## config.mk

```make
export PLATFORM = sky130hd
export DESIGN_NAME = websocket_frame_deframer_core
export DESIGN_NICKNAME = d
export VERILOG_FILES = /design/src/sv/wsd_pkg.sv /design/src/sv/wsd_in_stage.sv /design/src/sv/wsd_parse.sv /design/src/sv/wsd_out_stage.sv /design/src/sv/websocket_frame_deframer_core.sv
export SDC_FILE = /design/constraint.sdc
export NUM_CORES = 1
export LEC_CHECK = 0
export BUFFER_PORTS_ARGS = -buffer_cell sky130_fd_sc_hd__buf_4
export CELL_PAD_IN_SITES_DETAIL_PLACEMENT = 0
export CELL_PAD_IN_SITES_GLOBAL_PLACEMENT = 1
export CORE_MARGIN = 4
export CORE_UTILIZATION = 52
export CTS_CLUSTER_DIAMETER = 30
export CTS_CLUSTER_SIZE = 30
export DETAILED_ROUTE_END_ITERATION = 7
export GPL_TIMING_DRIVEN = 0
export PLACE_DENSITY_LB_ADDON = 0.1
export SLEW_MARGIN = 20
export SYNTH_ARGS = -nofsm -noshare
export SYNTH_HDL_FRONTEND = slang
export SYNTH_SLANG_ARGS = --single-unit
```

## constraint.sdc

```tcl
create_clock -name clk -period 3.35 [get_ports clk]
set_input_delay 0.67 -clock clk [delete_from_list [all_inputs] [get_ports clk]]
set_output_delay 0.67 -clock clk [all_outputs]
set_load 0.05 [all_outputs]
```

## src/sv/wsd_pkg.sv

```systemverilog
// shared types, codes and constants of the websocket frame deframer
package wsd_pkg;

	localparam int unsigned ByteW    = 8;
	localparam int unsigned LenW     = 7;
	localparam int unsigned KeyW     = 32;
	localparam int unsigned StatusW  = 2;
	localparam int unsigned PhaseW   = 3;

	// header constants
	localparam logic [ByteW-1:0] FinBit      = 8'h80;
	localparam logic [ByteW-1:0] OpcodeMask  = 8'h0F;
	localparam logic [ByteW-1:0] OpcodeText  = 8'h01;
	localparam logic [ByteW-1:0] LenMask     = 8'h7F;
	localparam logic [LenW-1:0]  MaxLen      = 7'd125;

	// receive phases
	localparam logic [PhaseW-1:0] PH_HDR0 = 3'd0;
	localparam logic [PhaseW-1:0] PH_HDR1 = 3'd1;
	localparam logic [PhaseW-1:0] PH_MASK = 3'd2;
	localparam logic [PhaseW-1:0] PH_DATA = 3'd3;
	localparam logic [PhaseW-1:0] PH_SKIP = 3'd4;

	// result status codes
	localparam logic [StatusW-1:0] ST_PAYLOAD = 2'd0;
	localparam logic [StatusW-1:0] ST_EMPTY   = 2'd1;
	localparam logic [StatusW-1:0] ST_INVALID = 2'd2;
	localparam logic [StatusW-1:0] ST_TRUNC   = 2'd3;

	typedef struct packed {
		logic [ByteW-1:0] data;
		logic             buf_end;
	} in_beat_t;

	typedef struct packed {
		logic               valid;
		logic [ByteW-1:0]   payload;
		logic               last;
		logic [StatusW-1:0] status;
	} result_t;

endpackage

```

## src/sv/wsd_in_stage.sv

```systemverilog
// input register stage of the websocket frame deframer
module wsd_in_stage (
	input  logic              clk,
	input  logic              arst_n,
	input  logic              s_axis_tvalid,
	output logic              s_axis_tready,
	input  logic [7:0]        s_axis_tdata,
	input  logic              s_axis_tlast,
	input  logic              advance,
	output logic              valid_s1,
	output wsd_pkg::in_beat_t beat_s1
);
	import wsd_pkg::*;

	assign s_axis_tready = !valid_s1 || advance;

	always_ff @(posedge clk or negedge arst_n) begin
		if (!arst_n) begin
			valid_s1 <= 1'b0;
		end else if (s_axis_tready) begin
			valid_s1 <= s_axis_tvalid;
		end
	end

	always_ff @(posedge clk) begin
		if (s_axis_tvalid && s_axis_tready) begin
			beat_s1.data    <= s_axis_tdata;
			beat_s1.buf_end <= s_axis_tlast;
		end
	end

endmodule

```

## src/sv/wsd_parse.sv

```systemverilog
// frame state and per-byte header check and unmasking
module wsd_parse (
	input  logic              clk,
	input  logic              arst_n,
	input  logic              fire,
	input  wsd_pkg::in_beat_t beat_s1,
	output wsd_pkg::result_t  res
);
	import wsd_pkg::*;

	logic [PhaseW-1:0] phase_q, phase_d;
	logic [KeyW-1:0]   key_q, key_d;
	logic [LenW-1:0]   left_q, left_d;
	logic [1:0]        pos_q, pos_d;
	logic              bad_q, bad_d;

	always_comb begin
		logic [ByteW-1:0] b;
		logic             e;
		logic [ByteW-1:0] k;
		logic [LenW-1:0]  dec;
		b       = beat_s1.data;
		e       = beat_s1.buf_end;
		k       = '0;
		dec     = left_q - 7'd1;
		phase_d = phase_q;
		key_d   = key_q;
		left_d  = left_q;
		pos_d   = pos_q;
		bad_d   = bad_q;
		res     = '0;
		case (phase_q)
			PH_HDR0: begin
				bad_d   = !(((b & FinBit) == FinBit) && ((b & OpcodeMask) == OpcodeText));
				pos_d   = 2'd0;
				phase_d = PH_HDR1;
				if (e) begin
					res.valid  = 1'b1;
					res.last   = 1'b1;
					res.status = ST_INVALID;
				end
			end
			PH_HDR1: begin
				left_d = b[LenW-1:0] & LenMask[LenW-1:0];
				if (left_d > MaxLen) begin
					bad_d = 1'b1;
				end
				pos_d   = 2'd0;
				phase_d = PH_MASK;
				if (e) begin
					res.valid  = 1'b1;
					res.last   = 1'b1;
					res.status = ST_INVALID;
				end
			end
			PH_MASK: begin
				key_d = {key_q[KeyW-ByteW-1:0], b};
				if (pos_q != 2'd3) begin
					pos_d = pos_q + 2'd1;
					if (e) begin
						res.valid  = 1'b1;
						res.last   = 1'b1;
						res.status = ST_INVALID;
					end
				end else begin
					pos_d = 2'd0;
					// header complete: decide on the frame
					if (bad_q) begin
						res.valid  = 1'b1;
						res.last   = 1'b1;
						res.status = ST_INVALID;
						phase_d    = PH_SKIP;
					end else if (left_q == '0) begin
						res.valid  = 1'b1;
						res.last   = 1'b1;
						res.status = ST_EMPTY;
						phase_d    = PH_SKIP;
					end else if (e) begin
						res.valid  = 1'b1;
						res.last   = 1'b1;
						res.status = ST_TRUNC;
						phase_d    = PH_SKIP;
					end else begin
						phase_d = PH_DATA;
					end
				end
			end
			PH_DATA: begin
				if (e && (left_q > 7'd1)) begin
					res.valid  = 1'b1;
					res.last   = 1'b1;
					res.status = ST_TRUNC;
					phase_d    = PH_SKIP;
				end else begin
					case (pos_q)
						2'd0:    k = key_q[31:24];
						2'd1:    k = key_q[23:16];
						2'd2:    k = key_q[15:8];
						default: k = key_q[7:0];
					endcase
					left_d      = dec;
					pos_d       = pos_q + 2'd1;
					res.valid   = 1'b1;
					res.payload = b ^ k;
					res.last    = (dec == '0);
					res.status  = ST_PAYLOAD;
					if (dec == '0) begin
						phase_d = PH_SKIP;
					end
				end
			end
			default: begin
			end
		endcase
		if (e) begin
			phase_d = PH_HDR0;
		end
	end

	always_ff @(posedge clk or negedge arst_n) begin
		if (!arst_n) begin
			phase_q <= PH_HDR0;
			key_q   <= '0;
			left_q  <= '0;
			pos_q   <= 2'd0;
			bad_q   <= 1'b0;
		end else if (fire) begin
			phase_q <= phase_d;
			key_q   <= key_d;
			left_q  <= left_d;
			pos_q   <= pos_d;
			bad_q   <= bad_d;
		end
	end

endmodule

```

## src/sv/wsd_out_stage.sv

```systemverilog
// result register of the websocket frame deframer
module wsd_out_stage (
	input  logic             clk,
	input  logic             arst_n,
	input  logic             fire,
	input  wsd_pkg::result_t res,
	output logic             out_free,
	output logic             m_axis_tvalid,
	input  logic             m_axis_tready,
	output logic [7:0]       m_axis_tdata,
	output logic             m_axis_tlast,
	output logic [1:0]       m_axis_tuser
);
	import wsd_pkg::*;

	logic               valid_q;
	logic [ByteW-1:0]   data_q;
	logic               last_q;
	logic [StatusW-1:0] status_q;

	assign out_free = !valid_q || m_axis_tready;

	always_ff @(posedge clk or negedge arst_n) begin
		if (!arst_n) begin
			valid_q <= 1'b0;
		end else if (fire && res.valid) begin
			valid_q <= 1'b1;
		end else if (m_axis_tready) begin
			valid_q <= 1'b0;
		end
	end

	always_ff @(posedge clk) begin
		if (fire && res.valid) begin
			data_q   <= res.payload;
			last_q   <= res.last;
			status_q <= res.status;
		end
	end

	assign m_axis_tvalid = valid_q;
	assign m_axis_tdata  = data_q;
	assign m_axis_tlast  = last_q;
	assign m_axis_tuser  = status_q;

endmodule

```

## src/sv/websocket_frame_deframer_core.sv

```systemverilog
// top level of the websocket client frame deframer
// Takes a received client-to-server websocket buffer one byte per beat on
// s_axis, with tlast on the buffer's last byte. The first byte must carry
// FIN and the text opcode, the second the 7-bit length (126 and 127 are
// rejected), the next four the mask key. Each payload byte leaves on m_axis
// unmasked, with tlast on the frame's final result and the status on tuser:
// 0 payload byte, 1 empty frame, 2 invalid frame (bad header or a buffer
// shorter than six bytes), 3 buffer ended before the payload did. Non-payload
// results carry tdata zero. Bytes past the payload give no beat; any tlast
// returns the block to the start of a new frame. One beat is taken every
// cycle unless stalled; a byte goes through an input register and then the
// result register before its result shows on m_axis. Backpressure on m_axis
// reaches s_axis only once both registers hold data.
module websocket_frame_deframer_core (
	input  logic       clk,
	input  logic       arst_n,
	input  logic       s_axis_tvalid,
	output logic       s_axis_tready,
	input  logic [7:0] s_axis_tdata,   // [7:0] data_byte
	input  logic       s_axis_tlast,   // buffer_end
	output logic       m_axis_tvalid,
	input  logic       m_axis_tready,
	output logic [7:0] m_axis_tdata,   // [7:0] payload_byte
	output logic       m_axis_tlast,   // last
	output logic [1:0] m_axis_tuser    // [1:0] status
);
	import wsd_pkg::*;

	logic     valid_s1;
	in_beat_t beat_s1;
	result_t  res;
	logic     out_free;
	logic     advance;

	// a held byte moves on once the result register has room
	assign advance = valid_s1 && out_free;

	wsd_in_stage u_in (
		.clk           (clk),
		.arst_n        (arst_n),
		.s_axis_tvalid (s_axis_tvalid),
		.s_axis_tready (s_axis_tready),
		.s_axis_tdata  (s_axis_tdata),
		.s_axis_tlast  (s_axis_tlast),
		.advance       (advance),
		.valid_s1      (valid_s1),
		.beat_s1       (beat_s1)
	);

	// frame state machine and unmasking
	wsd_parse u_parse (
		.clk     (clk),
		.arst_n  (arst_n),
		.fire    (advance),
		.beat_s1 (beat_s1),
		.res     (res)
	);

	wsd_out_stage u_out (
		.clk           (clk),
		.arst_n        (arst_n),
		.fire          (advance),
		.res           (res),
		.out_free      (out_free),
		.m_axis_tvalid (m_axis_tvalid),
		.m_axis_tready (m_axis_tready),
		.m_axis_tdata  (m_axis_tdata),
		.m_axis_tlast  (m_axis_tlast),
		.m_axis_tuser  (m_axis_tuser)
	);

endmodule

```

======== Yosys cells after proc, flatten, opt, wreduce, memory -nomap -nowiden ========
Index checks and enable logic that the tools add are counted.
word-level totals
  register bits ........................... 67
  input bits .............................. 13
  output and inout bits ................... 13
  logic and storage cells ................. 86
cells by class
  $add $sub $neg .......................... 2
  order comparisons ....................... 2
  equality and inequality tests ........... 11
  multiplexer cells ....................... 31
  bitwise operators ....................... 2
  reduce and logical (&&, ||, !) cells .... 26
operators with widths
  kind                                                                              count
  3-bit 2-to-1 mux                                                                  12
  8-bit case mux with 3 select lines                                                1
  8-bit 2-to-1 mux                                                                  2
  7-bit zero test                                                                   2
  7-bit case mux with 2 select lines                                                1
  3-bit case mux with 4 select lines                                                1
  3-bit case mux with 3 select lines                                                1
  3-bit AND reduction                                                               3
  8-bit bitwise XOR                                                                 1
  7-bit by 1-bit greater-than comparator with 1-bit output (second input constant)  1
  7-bit greater-than comparator (second input constant)                             1
  1-bit 2-to-1 mux                                                                  7
  7-bit 2-to-1 mux                                                                  1
  7-bit by 1-bit subtractor with 7-bit output (second input constant)               1
  3-bit by 2-bit == test with 1-bit output (second input constant)                  2
  2-bit case mux with 3 select lines                                                1
  2-bit nonzero test                                                                3
  1-bit logical AND                                                                 5
  5-bit nonzero test                                                                1
  4-bit by 1-bit == test with 1-bit output (second input constant)                  1
  2-bit 2-to-1 mux                                                                  2
  2-bit inequality test (second input constant)                                     2
  4-bit by 2-bit inequality test with 1-bit output (second input constant)          1
  4-bit AND reduction                                                               1
  16 further kinds                                                                  20

======== Longest topological paths before layout ========
Gate-level depths: netlist (run 1).
  depth after elaboration ................. 7
  mapped depth ............................ 7
  gate-level depth less buffers ........... 6

======== Hierarchy ========
From an unflattened synthesis (run 1), not the netlist that was laid out.
unflattened totals
  cells, all modules ...................... 278
  area, all modules ....................... 3345.7 sq um
by module, submodules not included
  module                         instances  cells an instance  area each (sq um)  sequential area each (sq um)
  wsd_parse                      1          248                2632.5             1126.1
  wsd_out_stage                  1          16                 382.9              355.3
  wsd_in_stage                   1          13                 324.1              295.3
  websocket_frame_deframer_core  1          1                  6.3                0.0

======== Worst setup path after synthesis (run 1) ========
No wires, ideal clock.
  path kind ............................... reg-to-reg
  from .................................... reg u_parse.left_q[0]
  to ...................................... reg u_out.data_q[0], in the netlist u_out.m_axis_tdata[0] (enable)
  library setup time ...................... 0.382 ns
  arrival time ............................ 1.897 ns
  required time ........................... 2.968 ns
  setup slack ............................. 1.071 ns
  stages on the path, launching flop included .. 7
  buffers on the path ..................... 0
  clock period less this slack ............ 2.279 ns
  cell sequence ........................... dfrtp_1 inv_1 ha_1 nor3b_1 a21o_1 o21bai_1 a21oi_1
between the ends
  cells in the longest elaborated chain, start to end .. 6
ends and longest elaborated chain
  element                             RTL line             source
  start, declared                     wsd_parse.sv:13      logic [LenW-1:0] left_q, left_d;
  start signal, assigned              wsd_parse.sv:130     left_q <= left_d;
  7-bit zero test                     wsd_parse.sv:73      end else if (left_q == '0) begin
  1-bit 2-to-1 mux                    wsd_parse.sv:73
  1-bit 2-to-1 mux                    wsd_parse.sv:68      if (bad_q) begin
  1-bit 2-to-1 mux                    wsd_parse.sv:58      if (pos_q != 2'd3) begin
  1-bit case mux with 3 select lines  wsd_parse.sv:32      case (phase_q)
  1-bit logical AND                   wsd_out_stage.sv:34  if (fire && res.valid) begin
  end signal, assigned                wsd_out_stage.sv:35  data_q <= res.payload;
  end, declared                       wsd_out_stage.sv:17  logic [ByteW-1:0] data_q;
Every way passes these cells.
A chain may end at the register's enable or synchronous reset.

======== Final worst setup path (run 1) ========
  from .................................... reg u_parse.left_q[0]
  to ...................................... reg u_out.data_q[4], in the netlist u_out.m_axis_tdata[4] (enable)
The elaborated chain is that of the path after synthesis.

==> flow_results.xml, run 1 <==
<?xml version="1.0" encoding="UTF-8"?>
<metrics>
  <group name="route">
    <metric name="route.detailed.vias_per_inst" unit="">6.03</metric>
    <metric name="wl_per_cell" unit="µm">18.1</metric>
    <metric name="postRouteWirelength" unit="µm">7200</metric>
    <metric name="drt_drc_violations_left" unit="">0</metric>
    <metric name="drt_pre_antenna_iters" unit="">6</metric>
    <metric name="antenna_violating_nets_post_route" unit="">0</metric>
    <metric name="vias" unit="">2393</metric>
    <metric name="initialDrtViolationCount" unit="">209</metric>
  </group>
  <group name="timing">
    <metric name="finalSetupViolations" unit="">0</metric>
    <metric name="fin_setup_tns" unit="ns">0</metric>
    <metric name="final_max_slew_viol_count" unit="">0</metric>
    <metric name="timing.slew.headroom" unit="%">50.3</metric>
    <metric name="final.min_clock_period" unit="ns">2.54</metric>
    <metric name="fmax" unit="MHz">393</metric>
    <metric name="timing_worst_slew_pin_value" unit="ns">0.740</metric>
    <metric name="grt_setup_unrepaired" unit="">false</metric>
    <metric name="final_hold_viol_count" unit="">0</metric>
    <metric name="setup_skew_after_layout" unit="ns">0.00836</metric>
    <metric name="timing.final.crit_share" unit="%">75.9</metric>
  </group>
  <group name="die">
    <metric name="core-area" unit="µm²">6060</metric>
    <metric name="die_y" unit="µm">87.7</metric>
    <metric name="top_level_ports" unit="">26</metric>
    <metric name="dieArea" unit="µm²">7700</metric>
    <metric name="initial_core_util" unit="%">54.5</metric>
    <metric name="row_count" unit="">28</metric>
    <metric name="die_width" unit="µm">87.7</metric>
  </group>
  <group name="grt">
    <metric name="vias_in_the_first_global_route" unit="">2383</metric>
    <metric name="grt_antenna_before_repair" unit="">0</metric>
    <metric name="grt_usage" unit="%">20.6</metric>
    <metric name="grt_pass1_wl" unit="µm">11900</metric>
    <metric name="grt-ovfl-total" unit="">0</metric>
    <metric name="pin_count_of_the_biggest_net_entering_global_routing" unit="">48</metric>
  </group>
  <group name="critical_path">
    <metric name="critical-path-slowest-cell" unit="">sky130_fd_sc_hd__a21oi_2</metric>
    <metric name="regToRegEndpoint" unit="">u_out.m_axis_tdata[4]</metric>
    <metric name="critPathMaxFanout" unit="">11</metric>
    <metric name="critical_path_source_type" unit="">register</metric>
    <metric name="setup.worst_path.end_class" unit="">register</metric>
    <metric name="crit_path_max_incr_delay" unit="ns">0.59</metric>
    <metric name="crit_required" unit="ns">3.32</metric>
    <metric name="cp.arrival" unit="ns">2.51</metric>
    <metric name="reg2reg_slack" unit="ns">0.81</metric>
    <metric name="worst_r2r_src" unit="">u_parse.left_q[0]</metric>
    <metric name="worst_r2r_path_depth" unit="">6</metric>
    <metric name="criticalPathCategory" unit="">reg2reg</metric>
    <metric name="cp_cell_sequence" unit="">inv_1 &gt; ha_1 &gt; nor3b_1 &gt; a21o_1 &gt; o21bai_1 &gt; a21oi_2</metric>
  </group>
  <group name="synth">
    <metric name="async_reset_ff_share" unit="%">70.1</metric>
    <metric name="synth_enable_flop_cells" unit="">20</metric>
    <metric name="synthFlopType" unit="">sky130_fd_sc_hd__dfrtp_1</metric>
    <metric name="syn_inst" unit="">281</metric>
    <metric name="synth.avg_cell_area" unit="µm²">11.8</metric>
    <metric name="cell_with_the_most_instances_after_synthesis" unit="">sky130_fd_sc_hd__dfrtp_1</metric>
    <metric name="syn_nets" unit="">301</metric>
    <metric name="synth_seq_area_share" unit="%">53.7</metric>
    <metric name="ys_warn_count" unit="">0</metric>
    <metric name="post_synth_most_frequent_cells" unit="">sky130_fd_sc_hd__dfrtp_1, sky130_fd_sc_hd__mux2_2, sky130_fd_sc_hd__o21ai_0, sky130_fd_sc_hd__edfxtp_1, sky130_fd_sc_hd__nand2_1</metric>
    <metric name="synth_seq_cells" unit="">67</metric>
    <metric name="synthesis.area" unit="µm²">3310</metric>
    <metric name="synth_area_leader_cell" unit="">sky130_fd_sc_hd__dfrtp_1</metric>
    <metric name="synth.top_cell.area_share" unit="%">35.6</metric>
    <metric name="ys_top_cells_by_area" unit="">sky130_fd_sc_hd__dfrtp_1, sky130_fd_sc_hd__edfxtp_1, sky130_fd_sc_hd__mux2_2</metric>
    <metric name="yosys.cell_types.count" unit="">55</metric>
  </group>
  <group name="status">
    <metric name="status" unit="">complete, no violations</metric>
  </group>
  <group name="clock_network">
    <metric name="postCtsSetupRepairBufs" unit="">0</metric>
    <metric name="clock_sinks" unit="">67</metric>
    <metric name="clkSlewWorstSetupHoldPaths" unit="ns">0.07</metric>
    <metric name="ctsHoldBuffers" unit="">0</metric>
    <metric name="cts.repair.resized" unit="">0</metric>
    <metric name="clockBufferDepth" unit="">2</metric>
    <metric name="worstSkewPairLatency" unit="ns">0.34</metric>
    <metric name="clk_root_buffer_cell" unit="">sky130_fd_sc_hd__clkbuf_8</metric>
    <metric name="cts_tree" unit="">yes</metric>
    <metric name="cts_buffers" unit="">9</metric>
    <metric name="htreeDepth" unit="">3</metric>
  </group>
  <group name="layout">
    <metric name="fill_cells" unit="">508</metric>
    <metric name="multiInputGateArea" unit="µm²">1420</metric>
    <metric name="fraction_of_final_layout_cells_sized_beyond_drive_strength_1" unit="%">26.4</metric>
    <metric name="final_cells" unit="">397</metric>
    <metric name="area_delta_synth_final" unit="%">14.2</metric>
    <metric name="antenna_cells" unit="">0</metric>
    <metric name="register_area" unit="µm²">1780</metric>
    <metric name="design_area" unit="µm²">3780</metric>
    <metric name="numnets_final" unit="">337</metric>
  </group>
  <group name="job">
    <metric name="cap_violations" unit="">0</metric>
  </group>
  <group name="placed_design">
    <metric name="place_inst" unit="">381</metric>
    <metric name="place_congestion" unit="">0.841</metric>
    <metric name="port_buffers" unit="">25</metric>
    <metric name="hpwl" unit="µm">4990</metric>
    <metric name="placed_cell_area" unit="µm²">3590</metric>
  </group>
  <group name="power">
    <metric name="pwr_density_cell" unit="nW/µm²">921</metric>
    <metric name="cellLeakagePower" unit="nW">1.54</metric>
    <metric name="peakVddDrop" unit="mV">0.446</metric>
  </group>
  <group name="hold_path">
    <metric name="holdCritPathClass" unit="">in2async</metric>
  </group>
</metrics>
-- sequential cells by signal, summed over array words and instances, names as in the netlist --
register	count
u_in.valid_s1	1
u_parse.bad_q	1
u_out.m_axis_tlast	1
u_parse.pos_q	2
u_out.m_axis_tvalid	1
u_parse.phase_q	3
u_parse.left_q	7
u_in.beat_s1	9
u_out.m_axis_tuser	2
u_parse.key_q	32
u_out.m_axis_tdata	8
-- routing by layer --
| layer | vias up | part of all wire [%] | global-route usage [%] |
|---|---|---|---|
| li1 | 1123 | - | - |
| met3 | 11 | 5.7 | 2.82 |
| met5 | - | 0 | 0 |
| met4 | 0 | 1.5 | 8.65 |
| met2 | 83 | 47 | 32.6 |
| met1 | 1176 | 46 | 28.6 |
-- where the power goes --
group / internal [mW] / leakage (nW) / switching, mW
Sequential: 1.18 / 0.762 / 0.253
Clock: 0.341 / 0.0870 / 0.303
Combinational: 0.633 / 0.686 / 0.768
Total: 2.15 / 1.53 / 1.32
-- worst max-delay path: cells and delay by family, from the launching register on --
| kind | cells | cell delay [ns] |
|---|---|---|
| adder cells (fa/ha/maj) | 1 | 0.24 |
| buffers and inverters | 1 | 0.11 |
| AND/OR/NAND/NOR | 1 | 0.37 |
| flip-flops | 1 | 0.47 |
| AO/OA/AOI/OAI | 3 | 0.98 |
-- final cells by class --
type / count / area share [%]
Timing Repair Buffer: 25 / 4.97
Tap cell: 75 / 2.49
Clock buffer: 11 / 3.48
Sequential cell: 67 / 47.1
Buffer: 17 / 2.05
Inverter: 10 / 0.994
Clock inverter: 5 / 1.42
Multi-Input combinational cell: 187 / 37.5
-- layout by cell type, fill, tap and decap left out, drive strengths merged, types with 3 or more instances in the layout --
| cell type | instances |
|---|---|
| xnor2 | 8 |
| o31ai | 3 |
| edfxtp | 20 |
| nand2b | 4 |
| nand3 | 4 |
| a222oi | 8 |
| a21oi | 6 |
| buf | 31 |
| ha | 7 |
| nor2 | 15 |
| nand4 | 3 |
| o21ai | 22 |
| nor3b | 3 |
| dfrtp | 47 |
| mux2 | 34 |
| nor3 | 6 |
| inv | 10 |
| clkbuf | 22 |
| nand2 | 19 |
-- worst max-delay path by stage --
stage | end | from | cells past startpoint
floorplan | u_out.m_axis_tdata[0] | u_parse.left_q[0] | 6
global placement | u_out.m_axis_tdata[4] | u_parse.left_q[0] | 6
detailed placement | u_out.m_axis_tdata[7] | u_parse.left_q[0] | 6
CTS | u_out.m_axis_tuser[1] | u_parse.left_q[0] | 6
global route | u_out.m_axis_tuser[1] | u_parse.left_q[0] | 6
finish | u_out.m_axis_tdata[4] | u_parse.left_q[0] | 6
-- cell families (layout without fill, tap and decap cells) --
family	count (synthesis)	after routing	share of synthesized area, %
compound gates	63	63	13.6
xor+xnor	9	9	2.38
fa+ha+maj	7	7	2.65
buf+inv	27	68	3.48
flops	67	67	53.7
mux	36	36	12.3
simple gates	72	72	11.9
-- through the flow --
| stage | util (%) | total power [mW] | hold WS (ns) | worst slack (ns) |
|---|---|---|---|---|
| after floorplan | - | 2.47 | 0.374 | 1.07 |
| after global placement | 59.2 | 2.79 | 0.488 | 0.562 |
| after detailed placement | 59.2 | 2.84 | 0.498 | 0.526 |
| after CTS | 62.2 | 3.49 | 0.365 | 0.500 |
| after global routing | 62.3 | 3.71 | 0.390 | 0.579 |
| final | 62.3 | 3.48 | 0.338 | 0.807 |
No activity file was read; power rests on OpenSTA's default activity.
==> inputs of run 2 (changes only) <==
--- a/config.mk
+++ b/config.mk
@@ -5,11 +5,12 @@
 export SDC_FILE = /design/constraint.sdc
 export NUM_CORES = 1
 export LEC_CHECK = 0
+export ABC_AREA = 1
 export BUFFER_PORTS_ARGS = -buffer_cell sky130_fd_sc_hd__buf_4
 export CELL_PAD_IN_SITES_DETAIL_PLACEMENT = 0
 export CELL_PAD_IN_SITES_GLOBAL_PLACEMENT = 1
 export CORE_MARGIN = 4
-export CORE_UTILIZATION = 52
+export CORE_UTILIZATION = 45
 export CTS_CLUSTER_DIAMETER = 30
 export CTS_CLUSTER_SIZE = 30
 export DETAILED_ROUTE_END_ITERATION = 7
==> constraint.sdc (replaced) <==
create_clock -name clk -period 2.4 [get_ports clk]
set_input_delay 0.48 -clock clk [delete_from_list [all_inputs] [get_ports clk]]
set_output_delay 0.48 -clock clk [all_outputs]
set_load 0.05 [all_outputs]
==> run 2 against run 1 <==
Against the previous run:
- cell count up 31%
- die area up 13%
- synthesized cell count up 37%
- clock power up 60%
- highest routed layer unchanged
- maximum frequency up 21%
- largest power group unchanged
- register-to-register slack worse by 0.51 ns
- first-iteration DRC count down 48%
- clock skew down 0.0010 ns
- total power up 30%
- worst setup slack worse by 0.51 ns
==> flow_results.xml, run 2 <==
<?xml version="1.0" encoding="UTF-8"?>
<metrics>
  <group name="route">
    <metric name="wl_per_cell" unit="µm">14.9</metric>
    <metric name="vias" unit="">2675</metric>
    <metric name="initialDrtViolationCount" unit="">109</metric>
    <metric name="postRouteWirelength" unit="µm">7740</metric>
    <metric name="route.detailed.vias_per_inst" unit="">5.13</metric>
    <metric name="antenna_violating_nets_post_route" unit="">0</metric>
    <metric name="drt_pre_antenna_iters" unit="">4</metric>
    <metric name="drt_drc_violations_left" unit="">0</metric>
  </group>
  <group name="timing">
    <metric name="fin_setup_tns" unit="ns">0</metric>
    <metric name="timing.slew.headroom" unit="%">59.3</metric>
    <metric name="final.min_clock_period" unit="ns">2.11</metric>
    <metric name="setup_skew_after_layout" unit="ns">0.00734</metric>
    <metric name="timing.final.crit_share" unit="%">87.7</metric>
    <metric name="finalSetupViolations" unit="">0</metric>
    <metric name="grt_setup_unrepaired" unit="">false</metric>
    <metric name="timing_worst_slew_pin_value" unit="ns">0.611</metric>
    <metric name="final_max_slew_viol_count" unit="">0</metric>
    <metric name="setup_slack" unit="ns">0.294</metric>
    <metric name="fmax" unit="MHz">475</metric>
    <metric name="final_hold_viol_count" unit="">0</metric>
  </group>
  <group name="die">
    <metric name="core-area" unit="µm²">6940</metric>
    <metric name="die_y" unit="µm">93.3</metric>
    <metric name="initial_core_util" unit="%">47.2</metric>
    <metric name="dieArea" unit="µm²">8710</metric>
    <metric name="die_width" unit="µm">93.3</metric>
    <metric name="row_count" unit="">30</metric>
    <metric name="top_level_ports" unit="">26</metric>
  </group>
  <group name="layout">
    <metric name="antenna_cells" unit="">0</metric>
    <metric name="numnets_final" unit="">440</metric>
    <metric name="fraction_of_final_layout_cells_sized_beyond_drive_strength_1" unit="%">13.6</metric>
    <metric name="most_common_cell_after_layout_fill_and_taps_aside" unit="">sky130_fd_sc_hd__nand2_1</metric>
    <metric name="area_delta_synth_final" unit="%">16.0</metric>
    <metric name="mostFrequentLayoutCells" unit="">sky130_fd_sc_hd__nand2_1, sky130_fd_sc_hd__inv_1, sky130_fd_sc_hd__dfrtp_1, sky130_fd_sc_hd__o21ai_0, sky130_fd_sc_hd__nor2_1</metric>
    <metric name="top_register" unit="">u_parse.key_q</metric>
    <metric name="final_core_util" unit="%">54.7</metric>
    <metric name="largest_register_ffs" unit="">32</metric>
    <metric name="design_area" unit="µm²">3800</metric>
  </group>
  <group name="synth">
    <metric name="synth_area_leader_cell" unit="">sky130_fd_sc_hd__dfrtp_1</metric>
    <metric name="syn_nets" unit="">404</metric>
    <metric name="synth.top_cell.area_share" unit="%">35.9</metric>
    <metric name="synth_seq_cells" unit="">67</metric>
    <metric name="syn_inst" unit="">384</metric>
    <metric name="cell_with_the_most_instances_after_synthesis" unit="">sky130_fd_sc_hd__nand2_1</metric>
    <metric name="post_synth_most_frequent_cells" unit="">sky130_fd_sc_hd__nand2_1, sky130_fd_sc_hd__inv_1, sky130_fd_sc_hd__dfrtp_1, sky130_fd_sc_hd__o21ai_0, sky130_fd_sc_hd__nor2_1</metric>
    <metric name="yosys.cell_types.count" unit="">26</metric>
    <metric name="ys_warn_count" unit="">0</metric>
    <metric name="synth_seq_area_share" unit="%">54.2</metric>
    <metric name="synth_enable_flop_cells" unit="">20</metric>
    <metric name="synth.avg_cell_area" unit="µm²">8.53</metric>
    <metric name="synthesis.area" unit="µm²">3280</metric>
    <metric name="ys_top_cells_by_area" unit="">sky130_fd_sc_hd__dfrtp_1, sky130_fd_sc_hd__edfxtp_1, sky130_fd_sc_hd__nand2_1</metric>
    <metric name="synthFlopType" unit="">sky130_fd_sc_hd__dfrtp_1</metric>
    <metric name="async_reset_ff_share" unit="%">70.1</metric>
  </group>
  <group name="critical_path">
    <metric name="critPathMaxFanout" unit="">11</metric>
    <metric name="reg2reg_slack" unit="ns">0.29</metric>
    <metric name="crit_end" unit="">u_out.m_axis_tdata[0]</metric>
    <metric name="worst_r2r_path_depth" unit="">10</metric>
    <metric name="criticalPathCategory" unit="">reg2reg</metric>
    <metric name="cp.arrival" unit="ns">2.10</metric>
    <metric name="regToRegEndpoint" unit="">u_out.m_axis_tdata[0]</metric>
    <metric name="critical_path_source_type" unit="">register</metric>
    <metric name="crit_required" unit="ns">2.40</metric>
    <metric name="worst_r2r_src" unit="">u_parse.left_q[0]</metric>
    <metric name="setup.worst_path.end_class" unit="">register</metric>
    <metric name="startpoint" unit="">u_parse.left_q[0]</metric>
  </group>
  <group name="clock_network">
    <metric name="postCtsSetupRepairBufs" unit="">0</metric>
    <metric name="clockBufferDepth" unit="">2</metric>
    <metric name="htreeDepth" unit="">3</metric>
    <metric name="cts_buffers" unit="">9</metric>
    <metric name="clock_sinks" unit="">67</metric>
    <metric name="ctsHoldBuffers" unit="">0</metric>
    <metric name="cts.repair.resized" unit="">0</metric>
    <metric name="worstSkewPairLatency" unit="ns">0.34</metric>
    <metric name="clkSlewWorstSetupHoldPaths" unit="ns">0.08</metric>
    <metric name="clk_root_buffer_cell" unit="">sky130_fd_sc_hd__clkbuf_8</metric>
    <metric name="cts_tree" unit="">yes</metric>
  </group>
  <group name="placed_design">
    <metric name="placed_cell_area" unit="µm²">3580</metric>
    <metric name="hpwl" unit="µm">5670</metric>
    <metric name="placement.setup.worst_slack" unit="ns">0.296</metric>
    <metric name="port_buffers" unit="">25</metric>
    <metric name="place_congestion" unit="">0.913</metric>
  </group>
  <group name="power">
    <metric name="power.combinational.fraction" unit="%">36.0</metric>
    <metric name="power_switching" unit="mW">1.80</metric>
    <metric name="total_power" unit="mW">4.52</metric>
    <metric name="pwr_density_cell" unit="nW/µm²">1190</metric>
    <metric name="intPower" unit="mW">2.71</metric>
    <metric name="sw_frac_of_total" unit="%">39.9</metric>
    <metric name="cellLeakagePower" unit="nW">1.84</metric>
    <metric name="clkPwrFrac" unit="%">22.8</metric>
    <metric name="peakVddDrop" unit="mV">0.574</metric>
    <metric name="relative_contribution_of_sequential_cells_to_total_power" unit="%">41.3</metric>
  </group>
  <group name="grt">
    <metric name="grt_antenna_before_repair" unit="">0</metric>
    <metric name="grt_usage" unit="%">19.6</metric>
    <metric name="pin_count_of_the_biggest_net_entering_global_routing" unit="">48</metric>
    <metric name="grt-ovfl-total" unit="">0</metric>
    <metric name="vias_in_the_first_global_route" unit="">2651</metric>
    <metric name="grt_pass1_wl" unit="µm">13100</metric>
  </group>
  <group name="hold_path">
    <metric name="holdCritPathClass" unit="">in2async</metric>
  </group>
  <group name="status">
    <metric name="status" unit="">complete, no violations</metric>
  </group>
  <group name="job">
    <metric name="cap_violations" unit="">0</metric>
  </group>
</metrics>
## run 2: changes by cell type after synthesis, sizes merged, moves of 16 or more
cell	previous run	this run
a21oi	6	22
inv	10	53
mux2	34	0
nand2	19	97
nor2	15	36
o21ai	22	50
## run 2: power groups by stage
stage	Sequential [mW]	Combinational (mW)	Clock (mW)
final	1.86	1.62	1.03
after CTS	1.86	1.64	1.06
after global placement	1.87	1.61	0
after floorplan	2.01	1.03	0
after detailed placement	1.88	1.63	0
after global routing	1.91	1.85	1.11
## run 2: final cells by class
class	instances	area (µm²)
inverters	53	199
repair buffers	25	188
clock inverters	7	91.3
well taps	96	120
multi-input cells	252	1240
flip-flops and latches	67	1780
clock buffers	9	124
plain buffers	12	65.1
fillers	676	3140
## run 2: worst min path at each step
stage / depth (start not counted) / to / start / slack [ns]
floorplan: 0 / u_in.valid_s1 / arst_n / 0.18
global placement: 2 / u_parse.key_q[21] / u_parse.key_q[21] / 0.47
detailed placement: 2 / u_parse.key_q[24] / u_parse.key_q[24] / 0.48
CTS: 1 / u_parse.key_q[18] / arst_n / 0.17
global route: 1 / u_parse.key_q[26] / arst_n / 0.20
finish: 1 / u_parse.key_q[18] / arst_n / 0.15
## run 2: logic make-up after synthesis
group / synth area share, %
XOR/XNOR: 0.267
AND/OR/NAND/NOR: 19.2
buffers and inverters: 8.06
flip-flops: 54.2
AO/OA/AOI/OAI: 15.5
adder cells (fa/ha/maj): 2.67
## run 2: worst max-delay path, stage by stage (launching register included)
cell and delay, ns:
sky130_fd_sc_hd__dfrtp_1 0.43, sky130_fd_sc_hd__inv_1 0.15, sky130_fd_sc_hd__ha_1 0.24, sky130_fd_sc_hd__nand2_1 0.13, sky130_fd_sc_hd__inv_1 0.07, sky130_fd_sc_hd__nand2_1 0.07
sky130_fd_sc_hd__nand2_1 0.07, sky130_fd_sc_hd__o21ai_0 0.12, sky130_fd_sc_hd__nand3_1 0.10, sky130_fd_sc_hd__nand2_1 0.07, sky130_fd_sc_hd__inv_1 0.32
## run 2: routing by layer
metal	vias to the layer above	global-route usage (%)	wire, µm	part of all wire, %
li1	1340	-	-	-
met2	57	33.4	3790	49
met3	10	2.98	324	4.2
met4	0	7.94	125	1.6
met5	-	0	0	0
met1	1268	25.0	3500	45
## run 2: through the flow
step / std cells / hold slack, ns
finish: 521 / 0.149
global placement: 505 / 0.465
global route: 521 / 0.204
CTS: 521 / 0.173
floorplan: 384 / 0.184
detailed placement: 505 / 0.478
==> inputs of run 3 (changes only) <==
--- a/config.mk
+++ b/config.mk
@@ -10,7 +10,7 @@
 export CELL_PAD_IN_SITES_DETAIL_PLACEMENT = 0
 export CELL_PAD_IN_SITES_GLOBAL_PLACEMENT = 1
 export CORE_MARGIN = 4
-export CORE_UTILIZATION = 45
+export CORE_UTILIZATION = 41
 export CTS_CLUSTER_DIAMETER = 30
 export CTS_CLUSTER_SIZE = 30
 export DETAILED_ROUTE_END_ITERATION = 7
==> constraint.sdc (replaced) <==
create_clock -name clk -period 1.9 [get_ports clk]
set_input_delay 0.38 -clock clk [delete_from_list [all_inputs] [get_ports clk]]
set_output_delay 0.38 -clock clk [all_outputs]
set_load 0.05 [all_outputs]
==> run 3 against run 2 <==
Against the previous run:
- maximum frequency up 12%
- critical endpoint is now u_out.m_axis_tdata[5]
- register-to-register slack worse by 0.28 ns
- non-clock buffer count up 4
- global-route usage fell by 0.64 points
- cell count grew 1.9%
- via count is 2.8% higher
- die area rose by 8.9%
- critical path type unchanged
- total power rose by 31%
==> flow_results.xml, run 3 (synthesis results as in run 2) <==
<?xml version="1.0" encoding="UTF-8"?>
<metrics>
  <group name="critical_path">
    <metric name="critical-path-slowest-cell" unit="">sky130_fd_sc_hd__dfrtp_1</metric>
    <metric name="cp.arrival" unit="ns">1.95</metric>
    <metric name="crit_required" unit="ns">1.97</metric>
    <metric name="crit_path_max_incr_delay" unit="ns">0.41</metric>
    <metric name="reg2reg_slack" unit="ns">0.02</metric>
    <metric name="setup.worst_path.end_class" unit="">register</metric>
    <metric name="cp_cell_sequence" unit="">ha_1 &gt; buf_4 &gt; nor2_2 &gt; nor2_1 &gt; o21ai_2 &gt; nand3_1 &gt; nand2_2 &gt; clkinvlp_4 &gt; buf_12</metric>
    <metric name="critical_path_source_type" unit="">register</metric>
    <metric name="critPathMaxFanout" unit="">10</metric>
    <metric name="worst-path-buf-inv" unit="">3</metric>
    <metric name="worst_path_dominant_cell_family" unit="">simple AND/OR/NAND/NOR gates</metric>
    <metric name="criticalPathCategory" unit="">reg2reg</metric>
  </group>
  <group name="die">
    <metric name="core-area" unit="µm²">7770</metric>
    <metric name="die_width" unit="µm">97.4</metric>
    <metric name="initial_core_util" unit="%">42.2</metric>
    <metric name="dieArea" unit="µm²">9490</metric>
    <metric name="row_count" unit="">32</metric>
    <metric name="top_level_ports" unit="">26</metric>
    <metric name="die_y" unit="µm">97.4</metric>
  </group>
  <group name="layout">
    <metric name="final_core_util" unit="%">50.2</metric>
    <metric name="area_delta_synth_final" unit="%">19.1</metric>
    <metric name="largest_register_ffs" unit="">32</metric>
    <metric name="design_area" unit="µm²">3900</metric>
    <metric name="top_register" unit="">u_parse.key_q</metric>
    <metric name="fill_cells" unit="">789</metric>
    <metric name="fraction_of_final_layout_cells_sized_beyond_drive_strength_1" unit="%">17.0</metric>
    <metric name="numnets_final" unit="">444</metric>
    <metric name="mostFrequentLayoutCells" unit="">sky130_fd_sc_hd__nand2_1, sky130_fd_sc_hd__inv_1, sky130_fd_sc_hd__dfrtp_1, sky130_fd_sc_hd__o21ai_0, sky130_fd_sc_hd__nor2_1</metric>
    <metric name="most_common_cell_after_layout_fill_and_taps_aside" unit="">sky130_fd_sc_hd__nand2_1</metric>
    <metric name="final_cells" unit="">531</metric>
    <metric name="antenna_cells" unit="">0</metric>
  </group>
  <group name="route">
    <metric name="vias" unit="">2749</metric>
    <metric name="drt_drc_violations_left" unit="">0</metric>
    <metric name="antenna_violating_nets_post_route" unit="">0</metric>
    <metric name="wl_per_cell" unit="µm">16.1</metric>
    <metric name="postRouteWirelength" unit="µm">8560</metric>
    <metric name="route.detailed.vias_per_inst" unit="">5.18</metric>
    <metric name="initialDrtViolationCount" unit="">115</metric>
    <metric name="drt_pre_antenna_iters" unit="">4</metric>
  </group>
  <group name="placed_design">
    <metric name="place_inst" unit="">511</metric>
    <metric name="placement.setup.worst_slack" unit="ns">-0.389</metric>
    <metric name="place_congestion" unit="">0.890</metric>
    <metric name="port_buffers" unit="">25</metric>
    <metric name="placed_cell_area" unit="µm²">3590</metric>
    <metric name="hpwl" unit="µm">5770</metric>
  </group>
  <group name="timing">
    <metric name="fmax" unit="MHz">531</metric>
    <metric name="final.min_clock_period" unit="ns">1.88</metric>
    <metric name="final_max_slew_viol_count" unit="">0</metric>
    <metric name="setup_skew_after_layout" unit="ns">0.00996</metric>
    <metric name="timing_worst_slew_pin_value" unit="ns">0.649</metric>
    <metric name="fin_setup_tns" unit="ns">0</metric>
    <metric name="setup_slack" unit="ns">0.0176</metric>
    <metric name="finalSetupViolations" unit="">0</metric>
    <metric name="timing.final.crit_share" unit="%">99.1</metric>
    <metric name="final_hold_viol_count" unit="">0</metric>
    <metric name="timing.slew.headroom" unit="%">56.7</metric>
    <metric name="holdWs" unit="ns">0.0561</metric>
  </group>
  <group name="clock_network">
    <metric name="worstSkewPairLatency" unit="ns">0.35</metric>
    <metric name="clk_root_buffer_cell" unit="">sky130_fd_sc_hd__clkbuf_8</metric>
    <metric name="cts_tree" unit="">yes</metric>
    <metric name="ctsHoldBuffers" unit="">0</metric>
    <metric name="cts_buffers" unit="">9</metric>
    <metric name="htreeDepth" unit="">3</metric>
    <metric name="clock_sinks" unit="">67</metric>
    <metric name="clockBufferDepth" unit="">2</metric>
    <metric name="clkSlewWorstSetupHoldPaths" unit="ns">0.08</metric>
  </group>
  <group name="grt">
    <metric name="grt_pass1_wl" unit="µm">14100</metric>
    <metric name="grt_antenna_before_repair" unit="">0</metric>
    <metric name="vias_in_the_first_global_route" unit="">2674</metric>
    <metric name="grt-ovfl-total" unit="">0</metric>
    <metric name="pin_count_of_the_biggest_net_entering_global_routing" unit="">48</metric>
    <metric name="grt_usage" unit="%">19.0</metric>
  </group>
  <group name="power">
    <metric name="cellLeakagePower" unit="nW">1.86</metric>
    <metric name="total_power" unit="mW">5.92</metric>
    <metric name="clkPwrFrac" unit="%">23.2</metric>
    <metric name="sw_frac_of_total" unit="%">40.0</metric>
    <metric name="pwr_density_cell" unit="nW/µm²">1520</metric>
    <metric name="intPower" unit="mW">3.55</metric>
    <metric name="peakVddDrop" unit="mV">0.553</metric>
    <metric name="relative_contribution_of_sequential_cells_to_total_power" unit="%">39.7</metric>
    <metric name="power_switching" unit="mW">2.37</metric>
    <metric name="power.combinational.fraction" unit="%">37.1</metric>
  </group>
  <group name="status">
    <metric name="status" unit="">complete, no violations</metric>
  </group>
  <group name="job">
    <metric name="cap_violations" unit="">0</metric>
  </group>
  <group name="hold_path">
    <metric name="holdCritPathClass" unit="">in2async</metric>
  </group>
</metrics>
run 3: power groups by stage:
stage	combinational (mW)	sequential [mW]	clock, mW
2_1_floorplan	1.31	2.54	0
3_3_place_gp	2.04	2.36	0
3_5_place_dp	2.07	2.38	0
4_1_cts	2.18	2.34	1.39
5_1_grt	2.49	2.42	1.48
6_report	2.19	2.35	1.38
run 3: layout make-up:
class / instances / area [µm²] / area share, %
Inverter: 53 / 203 / 5.20
Clock buffer: 10 / 138 / 3.53
Tap cell: 102 / 128 / 3.27
Buffer: 12 / 68.8 / 1.76
Clock inverter: 6 / 87.6 / 2.25
Sequential cell: 67 / 1780 / 45.5
Multi-Input combinational cell: 252 / 1270 / 32.6
Timing Repair Buffer: 29 / 230 / 5.90
run 3: timing repair:
action / 4_1_cts / 5_1_grt
pin swaps: 0 / 1
endpoints found under the setup margin: 20 / 21
gates resized for setup: 7 / 8
gates cloned: 0 / 0
setup buffers: 4 / 0
run 3: final timing paths:
| check | cells past startpoint | to | from |
|---|---|---|---|
| max | 9 | u_out.m_axis_tdata[5] | u_parse.pos_q[0] |
| min | 1 | u_parse.key_q[13] | arst_n |
| max reg2reg | 9 | u_out.m_axis_tdata[5] | u_parse.pos_q[0] |
| min reg2reg | 2 | u_parse.key_q[30] | u_parse.key_q[30] |
| max in group asynchronous | 1 | u_parse.phase_q[0] | arst_n |
| min in group clk | 1 | u_in.beat_s1[8] | s_axis_tdata[7] |
run 3: layer usage:
layer	up-vias	track usage, %	routed length [µm]
li1	1347	-	-
met1	1345	25.3	4000
met2	39	31.2	4160
met3	18	2.73	205
met4	0	7.45	197
met5	-	0	0
